`config.mk`:
```
export PLATFORM = sky130hd
export DESIGN_NAME = varint_codec
export DESIGN_NICKNAME = d
export VERILOG_FILES = /design/src/sv/vlc_pkg.sv /design/src/sv/varint_codec.sv /design/src/sv/vlc_encoder.sv /design/src/sv/vlc_decoder.sv
export SDC_FILE = /design/constraint.sdc
export NUM_CORES = 1
export LEC_CHECK = 0
export BUFFER_PORTS_ARGS = -buffer_cell sky130_fd_sc_hd__buf_2
export CORE_AREA = 10 10 210 212
export DETAILED_ROUTE_END_ITERATION = 7
export DIE_AREA = 0 0 220 222
export SYNTH_ARGS = -nofsm -noshare
export SYNTH_HDL_FRONTEND = slang
export SYNTH_SLANG_ARGS = --single-unit
export TNS_END_PERCENT = 100
```
`constraint.sdc`:
```
create_clock -name clk -period 4.8 [get_ports clk]
set_input_delay 0.96 -clock clk [delete_from_list [all_inputs] [get_ports clk]]
set_output_delay 0.96 -clock clk [all_outputs]
set_load 0.01 [all_outputs]
```
`src/sv/vlc_pkg.sv`:
```
package vlc_pkg;

	localparam int unsigned VALUE_W    = 64;
	localparam int unsigned NARROW_W   = 32;
	localparam int unsigned GROUP_BITS = 7;
	localparam int unsigned MAX_GROUPS = 10;
	localparam int unsigned GRP_IDX_W  = 4;
	localparam int unsigned POS_W      = 7;

	localparam logic [7:0] GROUP_MASK = 8'h7F;
	localparam logic [7:0] CONT_BIT   = 8'h80;

	localparam logic OP_ENCODE   = 1'b0;
	localparam logic OP_DECODE   = 1'b1;
	localparam logic KIND_BYTE   = 1'b0;
	localparam logic KIND_VALUE  = 1'b1;

	typedef struct packed {
		logic        op;
		logic [63:0] value_in;
		logic [7:0]  byte_in;
	} in_item_t;

	typedef struct packed {
		logic        kind;
		logic [7:0]  byte_out;
		logic        last;
		logic [63:0] value_out;
		logic        overflow;
	} out_item_t;

	// Encoder status toward the output stage.
	typedef struct packed {
		logic       busy;
		logic [7:0] code;
		logic       last;
	} enc_stat_t;

	// Finished decode result waiting for the output stage.
	typedef struct packed {
		logic        valid;
		logic [63:0] value;
		logic        overflow;
	} dec_res_t;

endpackage

```
`src/sv/varint_codec.sv`:
```
// Encode: one value goes out as n bytes (1 to 10). The accepted value is loaded
// into the encoder's shift register, and each byte then moves to the output register,
// one byte per cycle while out_ready is high, paced by the encoder's shift register, which
// drops one 7-bit group per beat.
// Decode: a byte with the continuation bit updates the decoder state and yields nothing;
// the final byte's value passes through the decoder's result register to the output register.
// Reset clears wide_q, the decode accumulator and all valid flags.
module varint_codec (
	input  logic               clk,
	input  logic               arst_n,
	input  logic               in_valid,
	output logic               in_ready,
	input  vlc_pkg::in_item_t  in_data,
	output logic               out_valid,
	input  logic               out_ready,
	output vlc_pkg::out_item_t out_data,
	input  logic               cfg_we,
	input  logic               cfg_data
);

	logic                wide_q;
	logic                out_valid_q;
	vlc_pkg::out_item_t  out_data_q;
	vlc_pkg::enc_stat_t  enc_st;
	vlc_pkg::dec_res_t   dec_res;

	logic in_acc;
	logic slot_free;
	logic enc_take;
	logic dec_take;

	assign in_ready  = !enc_st.busy && !dec_res.valid;
	assign in_acc    = in_valid && in_ready;
	assign slot_free = !out_valid_q || out_ready;
	assign enc_take  = enc_st.busy && slot_free;
	assign dec_take  = dec_res.valid && slot_free;

	vlc_encoder u_enc (
		.clk    (clk),
		.arst_n (arst_n),
		.load   (in_acc && in_data.op == vlc_pkg::OP_ENCODE),
		.value  (in_data.value_in),
		.wide   (wide_q),
		.take   (enc_take),
		.stat   (enc_st)
	);

	vlc_decoder u_dec (
		.clk    (clk),
		.arst_n (arst_n),
		.step   (in_acc && in_data.op == vlc_pkg::OP_DECODE),
		.code   (in_data.byte_in),
		.wide   (wide_q),
		.take   (dec_take),
		.res    (dec_res)
	);

	always_ff @(posedge clk or negedge arst_n) begin
		if (!arst_n) begin
			wide_q      <= 1'b0;
			out_valid_q <= 1'b0;
		end else begin
			if (cfg_we) begin
				wide_q <= cfg_data;
			end
			if (slot_free) begin
				out_valid_q <= enc_st.busy || dec_res.valid;
			end
		end
	end

	always_ff @(posedge clk) begin
		if (enc_take) begin
			out_data_q.kind      <= vlc_pkg::KIND_BYTE;
			out_data_q.byte_out  <= enc_st.code;
			out_data_q.last      <= enc_st.last;
			out_data_q.value_out <= '0;
			out_data_q.overflow  <= 1'b0;
		end else if (dec_take) begin
			out_data_q.kind      <= vlc_pkg::KIND_VALUE;
			out_data_q.byte_out  <= '0;
			out_data_q.last      <= 1'b0;
			out_data_q.value_out <= dec_res.value;
			out_data_q.overflow  <= dec_res.overflow;
		end
	end

	assign out_valid = out_valid_q;
	assign out_data  = out_data_q;

	a_one_source: assert property (@(posedge clk) disable iff (!arst_n)
		!(enc_st.busy && dec_res.valid))
		else $error("encoder and decoder both hold a beat");

endmodule

```
`src/sv/vlc_encoder.sv`:
```
module vlc_encoder (
	input  logic                clk,
	input  logic                arst_n,
	input  logic                load,
	input  logic [63:0]         value,
	input  logic                wide,
	input  logic                take,
	output vlc_pkg::enc_stat_t  stat
);

	logic        busy_q;
	logic [63:0] shift_q;
	logic        cont;

	// More bytes follow while anything remains above the current group.
	assign cont = |shift_q[vlc_pkg::VALUE_W-1:vlc_pkg::GROUP_BITS];

	always_ff @(posedge clk or negedge arst_n) begin
		if (!arst_n) begin
			busy_q <= 1'b0;
		end else if (load) begin
			busy_q <= 1'b1;
		end else if (take && !cont) begin
			busy_q <= 1'b0;
		end
	end

	always_ff @(posedge clk) begin
		if (load) begin
			shift_q <= wide ? value : {32'd0, value[vlc_pkg::NARROW_W-1:0]};
		end else if (take) begin
			shift_q <= shift_q >> vlc_pkg::GROUP_BITS;
		end
	end

	assign stat.busy = busy_q;
	assign stat.code = (shift_q[7:0] & vlc_pkg::GROUP_MASK) | (cont ? vlc_pkg::CONT_BIT : 8'h00);
	assign stat.last = !cont;

	a_last_ends: assert property (@(posedge clk) disable iff (!arst_n)
		busy_q && take && !cont && !load |=> !busy_q)
		else $error("encoder still busy after its last beat");

	a_no_load_busy: assert property (@(posedge clk) disable iff (!arst_n)
		load |-> !busy_q)
		else $error("encoder loaded while a value is still going out");

endmodule

```
`src/sv/vlc_decoder.sv`:
```
module vlc_decoder (
	input  logic              clk,
	input  logic              arst_n,
	input  logic              step,
	input  logic [7:0]        code,
	input  logic              wide,
	input  logic              take,
	output vlc_pkg::dec_res_t res
);

	logic [63:0] acc_q;
	logic [vlc_pkg::GRP_IDX_W-1:0] grp_q;
	logic        ovf_q;
	logic        res_valid_q;
	logic [63:0] res_value_q;
	logic        res_ovf_q;

	logic [63:0] acc_n;
	logic [63:0] mask;
	logic        ovf_n;
	logic [vlc_pkg::POS_W-1:0] base;
	logic [vlc_pkg::POS_W-1:0] pos;
	logic [vlc_pkg::POS_W-1:0] limit;
	logic [6:0]  grp;

	assign grp   = code[6:0];
	assign mask  = wide ? '1 : {32'd0, 32'hFFFF_FFFF};
	assign base  = vlc_pkg::POS_W'(grp_q) * vlc_pkg::POS_W'(vlc_pkg::GROUP_BITS);
	assign limit = wide ? vlc_pkg::POS_W'(vlc_pkg::VALUE_W) : vlc_pkg::POS_W'(vlc_pkg::NARROW_W);

	// Each accumulator bit belongs to one fixed group slot; only the slot of the
	// current group is written.
	always_comb begin
		acc_n = acc_q;
		for (int i = 0; i < 64; i++) begin
			if (grp_q == vlc_pkg::GRP_IDX_W'(i / 7) && mask[i]) begin
				acc_n[i] = acc_q[i] | grp[i % 7];
			end
		end
	end

	always_comb begin
		ovf_n = ovf_q;
		pos   = base;
		for (int j = 0; j < 7; j++) begin
			pos = base + vlc_pkg::POS_W'(j);
			if (grp[j] && pos >= limit) begin
				ovf_n = 1'b1;
			end
		end
	end

	always_ff @(posedge clk or negedge arst_n) begin
		if (!arst_n) begin
			acc_q       <= '0;
			grp_q       <= '0;
			ovf_q       <= 1'b0;
			res_valid_q <= 1'b0;
		end else begin
			if (take) begin
				res_valid_q <= 1'b0;
			end
			if (step) begin
				if (code[7]) begin
					acc_q <= acc_n;
					ovf_q <= ovf_n;
					if (grp_q < vlc_pkg::GRP_IDX_W'(vlc_pkg::MAX_GROUPS)) begin
						grp_q <= grp_q + 1'b1;
					end
				end else begin
					acc_q       <= '0;
					grp_q       <= '0;
					ovf_q       <= 1'b0;
					res_valid_q <= 1'b1;
				end
			end
		end
	end

	always_ff @(posedge clk) begin
		if (step && !code[7]) begin
			res_value_q <= acc_n & mask;
			res_ovf_q   <= ovf_n;
		end
	end

	assign res.valid    = res_valid_q;
	assign res.value    = res_value_q;
	assign res.overflow = res_ovf_q;

	a_final_clears: assert property (@(posedge clk) disable iff (!arst_n)
		step && !code[7] |=> grp_q == '0 && acc_q == '0 && !ovf_q && res_valid_q)
		else $error("decode state not cleared after the final byte");

	a_res_holds: assert property (@(posedge clk) disable iff (!arst_n)
		res_valid_q && !take |=> res_valid_q)
		else $error("decode result dropped before it was taken");

endmodule

```
==> results.txt, run 1 <==
For this design the total switching power over the nets is 2.21 mW. The total power is 6.94 mW. The worst hold path cell count is 2. The area occupied by multi-input gates came out at 4220 sq um.

The peak supply drop is 0.000277 V. The most instantiated library cell after synthesis is sky130_fd_sc_hd__nand2_1. The sort of element at the start of the critical path is a register. TritonCTS built the clock tree. The flow ran to the end, and the final reports show no timing, DRC or antenna violations. The die covers 48800 sq um. The sequential fraction of the synthesis area came out at 0.615.

The detail-routed net length per standard cell came out at around 17 um. STA classifies the critical path endpoint as a register. At the worst endpoint, the arrival time is 5.02 ns.

The total congestion overflow after global routing came out at 0. The layout overhead on the synthesized area is 19.0%. The post-detailed-route count of antenna-violating nets came out at 0.

In the final layout, flip-flops and latches occupy between 7000 and 8000 sq um. The worst hold path belongs to the class reg2reg. The clock-pin slew reported for the worst setup and hold paths after clock tree synthesis came out at 0.06 ns. The sequential fraction of design power is 0.408. The worst pin sits at a relative slew slack of 0.291.

Of all cell types, the one taking the most synthesized area is sky130_fd_sc_hd__edfxtp_1. The half-perimeter wire length after placement is 22100 um. The type of the worst setup path is reg2reg. The critical path data required time came out at about 5.3 ns. The switching share of power came out at 0.318. The number of CTS-inserted buffers came out at 31.

The maximum level of the CTS H-tree came out at 1. The number of diodes added for antenna fixing is 0. Based on the critical path, the design can be clocked at up to 219 MHz. The depth of the worst register-to-register path is 14.

The power per cell area came out at 492 nW/um^2. The fraction of synthesis flops using an asynchronous set or reset pin is 0.264. Setup repair after global routing left no endpoint under its margin. The starting density of the core came out at 0.299. The number of nets in the synthesized netlist is 1303.

The max-slew violation total from the final report came to 0. The transition time of the tightest slew-check pin came out at 1.06 ns. The initial antenna violation count came out at 2. The maximum number of buffers from clock root to sink is 3. The detailed-route via count is 8900. The internal power is between 4 and 5 mW.

In the post-synthesis netlist, the biggest area contributors are sky130_fd_sc_hd__edfxtp_1 (35%), sky130_fd_sc_hd__dfrtp_1 (15%), sky130_fd_sc_hd__dfxtp_1 (11%). The final instance area is 14100 sq um. Setup violations remaining at the end of the flow were counted as 0. The per-cell via count in the routed design came out at 4.78. The maximum number of pins on one net before global-route repair is between 100 and 150. Ranked by instance count, the synthesized netlist is headed by sky130_fd_sc_hd__nand2_1 (290), sky130_fd_sc_hd__a21oi_1 (166), sky130_fd_sc_hd__edfxtp_1 (138). After clock tree synthesis, the setup repair step added 0 buffers. The share of synthesized area in the top cell type comes to 0.349.

The clock sink count came out at 277. The number of flops mapped to enable cells by yosys is approximately 140. Measured along the y axis, the die boundary spans roughly 220 um. The detailed router finished its first iteration with 660 violations.

The gate count of the mapped netlist is 1188. The clock network fraction of total power came out at 0.320. The number of fillers in the final layout is 4041. The minimum clock period after layout is roughly 4.6 ns. For the final routed database, the setup TNS stands at 0 ns. The congestion estimate from routability-driven global placement came to just over 0.8. The logic gate share of total power came out at 0.272.

The total area inside the core boundary comes to approximately 40000 sq um. Each instance of the synthesized netlist takes up on average 9.98 sq um. The number of design rule violations left after detail routing came out at 0. The x dimension of the die is 220 um.

The leakage component of the power is slightly above 6 nW. The I/O pin count came out at 156. After detailed placement, the total cell area comes to 13100 sq um. The worst clock skew came out at approximately 0.0067 ns. Before antenna repair, the detailed router went through 5 iterations. The total wirelength of the detailed-routed design came out at 32400 um. The global-route wire length before repair came out at approximately 50000 um. The number of distinct standard cells referenced by the synthesized netlist is 45. The tree is rooted in a sky130_fd_sc_hd__clkbuf_16.

The post-route clock period utilization is 0.949. The number of buffers inserted by port buffering came out at 155. The overall routing resource usage came out at 0.130. For this run, the post-layout net count is 1425. At the end of the flow the core is filled with cells to 0.356. The number of global-route vias before repair is 8844. Across the run, the number of max-cap violations was 0. In the final layout, the share of cells above drive strength 1 is 0.173.

The number of failing hold endpoints at the final stage came out at 0. The number of placement rows is 73. During synthesis, Yosys emitted a total of 0 warnings. The maximum fanout encountered on the critical timing path came out at 10. Synthesis inferred 277 register bits. The most common flop cell mapped by yosys is sky130_fd_sc_hd__edfxtp_1. The insertion delay to the later sink of the worst-skew pair is approximately 0.57 ns.

The synthesized netlist occupies a cell area of 11900 sq um.
what timing repair did:
action / in CTS / in global routing
endpoints found under the setup margin: 0 / 2
hold buffers: 0 / 0
gates resized for setup: 0 / 1
routing by layer:
| layer | vias to the layer above | GRT usage | part of all wire |
|---|---|---|---|
| li1 | 4305 | - | - |
| met4 | 4 | 0.0379 | 0.023 |
| met1 | 4348 | 0.167 | 0.43 |
| met3 | 57 | 0.0263 | 0.054 |
| met2 | 186 | 0.215 | 0.49 |
| met5 | - | 0 | 0.0010 |
stage by stage:
step / hold WS [ns] / setup WS, ns / cells
CTS: 0.454 / 0.159 / 1860
detailed placement: 0.445 / 0.190 / 1802
floorplan: 0.463 / 0.337 / 1188
finish: 0.449 / 0.243 / 1860
global route: 0.468 / 0.00422 / 1860
global placement: 0.442 / 0.283 / 1802
flip-flops by register name, indices dropped and copies added (netlist names), 4 cells and up:
signal	count
u_dec.grp_q	4
u_dec.res_value_q	64
u_enc.shift_q	64
u_dec.acc_q	64
out_data	75
area by class of cell:
class	instances	share of cell area
Clock buffer	40	0.0603
Timing Repair Buffer	173	0.0654
Sequential cell	277	0.517
Multi-Input combinational cell	814	0.299
Tap cell	525	0.0466
Inverter	13	0.00346
Clock inverter	18	0.00816
critical path: stages (launching register included):
cell                      delay, ns
sky130_fd_sc_hd__dfrtp_2       0.49
sky130_fd_sc_hd__fa_1          0.47
sky130_fd_sc_hd__ha_1          0.24
sky130_fd_sc_hd__fa_1          0.67
sky130_fd_sc_hd__ha_1          0.27
sky130_fd_sc_hd__and3_1        0.19
sky130_fd_sc_hd__nand2_1       0.07
sky130_fd_sc_hd__xnor2_1       0.15
sky130_fd_sc_hd__ha_1          0.30
sky130_fd_sc_hd__nor2b_1       0.14
sky130_fd_sc_hd__o21ai_0       0.18
sky130_fd_sc_hd__nand4_1       0.11
sky130_fd_sc_hd__or4_1         0.49
sky130_fd_sc_hd__or4_4         0.44
sky130_fd_sc_hd__a31o_1        0.22
power by group through the flow:
stage                     combinational, mW  clock (mW)  sequential, mW
after CTS                              1.88        2.29            2.83
after floorplan                        1.29           0            2.87
after global routing                   2.11        2.39            2.85
final                                  1.89        2.22            2.83
after global placement                 1.84           0            2.87
after detailed placement               1.86           0            2.88
logic make-up after synthesis:
| group | count (synthesis) | share of synthesized area |
|---|---|---|
| AO/OA/AOI/OAI | 260 | 0.120 |
| XOR/XNOR | 22 | 0.0169 |
| adder cells (fa/ha/maj) | 36 | 0.0405 |
| buffers and inverters | 97 | 0.0308 |
| flip-flops | 277 | 0.615 |
| multiplexers | 1 | 0.000844 |
| AND/OR/NAND/NOR | 495 | 0.176 |
layout by cell type, fill, tap and decap left out, drive strengths merged, types with 2 or more instances in the layout:
| master | count |
|---|---|
| a21oi | 166 |
| nor3 | 3 |
| o22ai | 2 |
| nand2b | 3 |
| nor2 | 114 |
| clkinvlp | 2 |
| dfxtp | 66 |
| buf | 173 |
| ha | 32 |
| a31oi | 2 |
| and3 | 23 |
| a22o | 2 |
| clkbuf | 40 |
| xor2 | 8 |
| o21ai | 46 |
| or4 | 2 |
| a21o | 33 |
| a211oi | 2 |
| and2 | 16 |
| fa | 4 |
| edfxtp | 138 |
| nor2b | 6 |
| dfrtp | 73 |
| nor4 | 14 |
| clkinv | 13 |
| nand2 | 290 |
| nand4 | 10 |
| xnor2 | 14 |
| inv | 16 |
| nand3 | 9 |
final timing paths:
kind,start,end,slack (ns)
worst max-delay path,u_dec.grp_q[2],u_dec.ovf_q,0.24
worst min-delay path,out_data[39],out_data[39],0.45
worst max register to register,u_dec.grp_q[2],u_dec.ovf_q,0.24
worst min register to register,out_data[39],out_data[39],0.45
max in group asynchronous,arst_n,u_dec.grp_q[2],3.22
min in group asynchronous,arst_n,u_dec.acc_q[24],0.51
(Power assumes the default switching activity.)
==> inputs of run 2 (changes only) <==
--- a/config.mk
+++ b/config.mk
@@ -9,6 +9,7 @@
 export CORE_AREA = 10 10 210 212
 export DETAILED_ROUTE_END_ITERATION = 7
 export DIE_AREA = 0 0 220 222
+export RECOVER_POWER = 25
 export SYNTH_ARGS = -nofsm -noshare
 export SYNTH_HDL_FRONTEND = slang
 export SYNTH_SLANG_ARGS = --single-unit
==> run 2 against run 1 <==
Effect of this change: the run now ends with max-capacitance violations, max-slew violations left; combinational power hardly changed; die area stayed put; first-iteration DRC count is 15% higher; critical path depth stayed put; global-route usage stayed put; critical endpoint unchanged; worst hold slack better by 0.0016 ns; power hardly changed; clock skew is 0.0011 ns higher; sequential power hardly changed; largest cell class unchanged; setup slack better by 0.040 ns; register-to-register slack better by 0.04 ns; critical path type unchanged.
==> results.txt, run 2 (synthesized netlist as in run 1, its figures left out) <==
The layer with the highest usage is met2. Entering global routing, the biggest net connects 130 pins. At the end of routability-driven placement, the weighted congestion stood at 0.831.

The number of fillers in the final layout came out at between 4000 and 5000. The global routing met1 resource utilization came out at 0.167. The total wirelength of the detailed-routed design came out at approximately 32000 um. The maximum achievable frequency is approximately 220 MHz.

Setup repair after global routing left no endpoint under its margin. The post-CTS setup buffer count is 0. Max-cap violations in this run came to 3. The arrival time reported for the critical path endpoint is 4.98 ns. The leakage component of the power came out at 6.06 nW. The element type at the critical path end is a register. Hold timing on the final database bottoms out at a slack of between 0.4 and 0.5 ns. For met3 alone, demand over resource in global routing was 0.0263.

Including well taps, the total number of placed cells is approximately 1800. For this design the ratio of total power to cell area is around 490 nW/um^2. The most common cell after layout, fill and taps aside is sky130_fd_sc_hd__nand2_1.

The number of buffers inserted by port buffering came out at 155. The per-cell via count in the routed design came out at between 4 and 5. The clock sink count is 277. The sequential cell area came out at 7290 sq um. The floorplan core area is 39600 sq um. The post-cts resize count is 0. The normalized max-slew margin came out at -0.422.

The worst setup path is launched from a register. The starting density of the core is 0.299. The post-cts hold buffer count came out at 0. Relative to the synthesized area, the layout overhead comes to 18.5%. The final layout net count came out at ~1400. The total congestion overflow after global routing came out at 0. The post-route clock period utilization came out at 0.941.

The setup-violating endpoint count in the final report is 0. The number of DRC violations after detailed-routing iteration 0 came out at 760. The number of design rule violations left after detail routing came out at 0.

For the worst-skew pair, the clock arrives at the later sink with an insertion delay of 0.57 ns. The design draws 6.94 mW. CTS built an H-tree with a depth of 1. The post-detailed-route count of antenna-violating nets came out at 0.

The number of diodes added for antenna fixing came out at 0. The flip-flop count of the largest register after layout is 75. TritonCTS built the clock tree. Between clock sinks in the finished design, the worst skew comes to 0.00779 ns.

The flow ran to the end, but the final reports show violations. The overall routing resource usage is 0.130. The detail-routed net length per standard cell came out at between 15 and 20 um.

The final reports fail on max-capacitance violations, max-slew violations. Row generation in the floorplan step produced 73 rows. On the critical path, the stage with the largest delay is an instance of sky130_fd_sc_hd__fa_1. The floorplan step set the die width to 220 um. The number of failing hold endpoints at the final stage is 0. The share of layout cells above drive strength 1 is 0.145. After the flow finishes, the layout carries non-filler instances totaling 1860.

The critical path data required time is 5.26 ns. The initial antenna violation count came out at 2. The max-slew violation total from the final report is 110. The number of global-route vias before repair came out at 8844. The routed design could run at a clock period as short as approximately 4.5 ns. In this design, the critical path's most frequently occurring cell is sky130_fd_sc_hd__ha_1. Leaving out fill and tap cells, the most frequent cells in the layout are sky130_fd_sc_hd__nand2_1 (288), sky130_fd_sc_hd__a21oi_1 (166), sky130_fd_sc_hd__edfxtp_1 (138). The signal on the critical path passes through fa_1 > ha_1 > fa_1 > ha_1 > and3_1 > nand2_1 > xnor2_1 > ha_1 > nor2b_1 > o21ai_0 > nand4_1 > or4_1 > or4_4 > a31o_1.

156 I/O pins were placed. The maximum fanout encountered on the critical timing path is 10. The final core area utilization is 0.354. The count of TritonRoute iterations in the first routing pass is 5. The setup TNS after final layout came out at 0 ns. The half-perimeter wire length after placement came out at 22100 um.

The peak supply drop is 0.000277 V. The transition time of the tightest slew-check pin came out at 2.13 ns. In this run the worst hold path is classified as reg2reg. The area occupied by multi-input gates came out at 4220 sq um.

The detailed-route via count came out at 8929. The met2 global-route usage is 0.215. The clock root buffer is sky130_fd_sc_hd__clkbuf_16. The number of clock buffers added by TritonCTS is 31.

In this design, the stage delay of the slowest critical-path cell is 0.67 ns. The type of the worst setup path is reg2reg. The maximum number of buffers from clock root to sink came out at 3. After clock tree synthesis, the clock-pin slew on the worst setup and hold paths is 0.06 ns.

The first global-routing pass estimated 51000 um of wire. The die outline area came out at roughly 49000 sq um. The die is ~220 um tall.
run 2: cell count changes in the layout (fill, tap and decap cells not counted):
cell	before	now
sky130_fd_sc_hd__nor2_2	1	0
sky130_fd_sc_hd__buf_2	155	121
sky130_fd_sc_hd__and2_0	4	5
sky130_fd_sc_hd__clkbuf_1	6	43
sky130_fd_sc_hd__and2_1	10	9
sky130_fd_sc_hd__nor2_1	112	113
sky130_fd_sc_hd__buf_4	17	14
run 2: layer usage:
layer / vias up / part of all wire
li1: 4312 / -
met4: 4 / 0.022
met3: 53 / 0.051
met5: - / 0.0010
met2: 180 / 0.49
met1: 4380 / 0.43
run 2: through the flow:
step / instance area [sq um] / setup WS, ns
final: 14100 / 0.283
after global routing: 14100 / 0.00422
after CTS: 14100 / 0.159
after detailed placement: 13100 / 0.190
after global placement: 13100 / 0.283
after floorplan: 11900 / 0.337
run 2: final cells by class:
| class | count | share of cell area |
|---|---|---|
| clock inverters | 18 | 0.00819 |
| well taps | 525 | 0.0467 |
| clock buffers | 40 | 0.0605 |
| multi-input cells | 814 | 0.300 |
| flip-flops and latches | 277 | 0.519 |
| repair buffers | 173 | 0.0619 |
| inverters | 13 | 0.00347 |
run 2: worst paths after layout:
path                                      from              end  depth (start not counted)  slack, ns
worst min register to register    out_data[10]     out_data[10]                          2       0.45
max in group asynchronous               arst_n   u_dec.grp_q[2]                          2       0.93
worst max register to register  u_dec.grp_q[2]      u_dec.ovf_q                         14       0.28
worst max-delay path            u_dec.grp_q[2]      u_dec.ovf_q                         14       0.28
min in group asynchronous               arst_n  u_dec.acc_q[16]                          1       1.00
worst min-delay path              out_data[10]     out_data[10]                          2       0.45
run 2: where the power goes:
part           total [mW]  switching (mW)  internal, mW
combinational        1.88            1.14         0.746
sequential           2.83           0.105          2.73
clock                2.23           0.970          1.26
run 2: worst max-delay path, delay by kind of cell (launching register included):
kind,cells,cell delay [ns]
compound gates,2,0.37
flops,1,0.49
simple gates,6,1.43
fa+ha+maj,5,1.95
xor+xnor,1,0.16
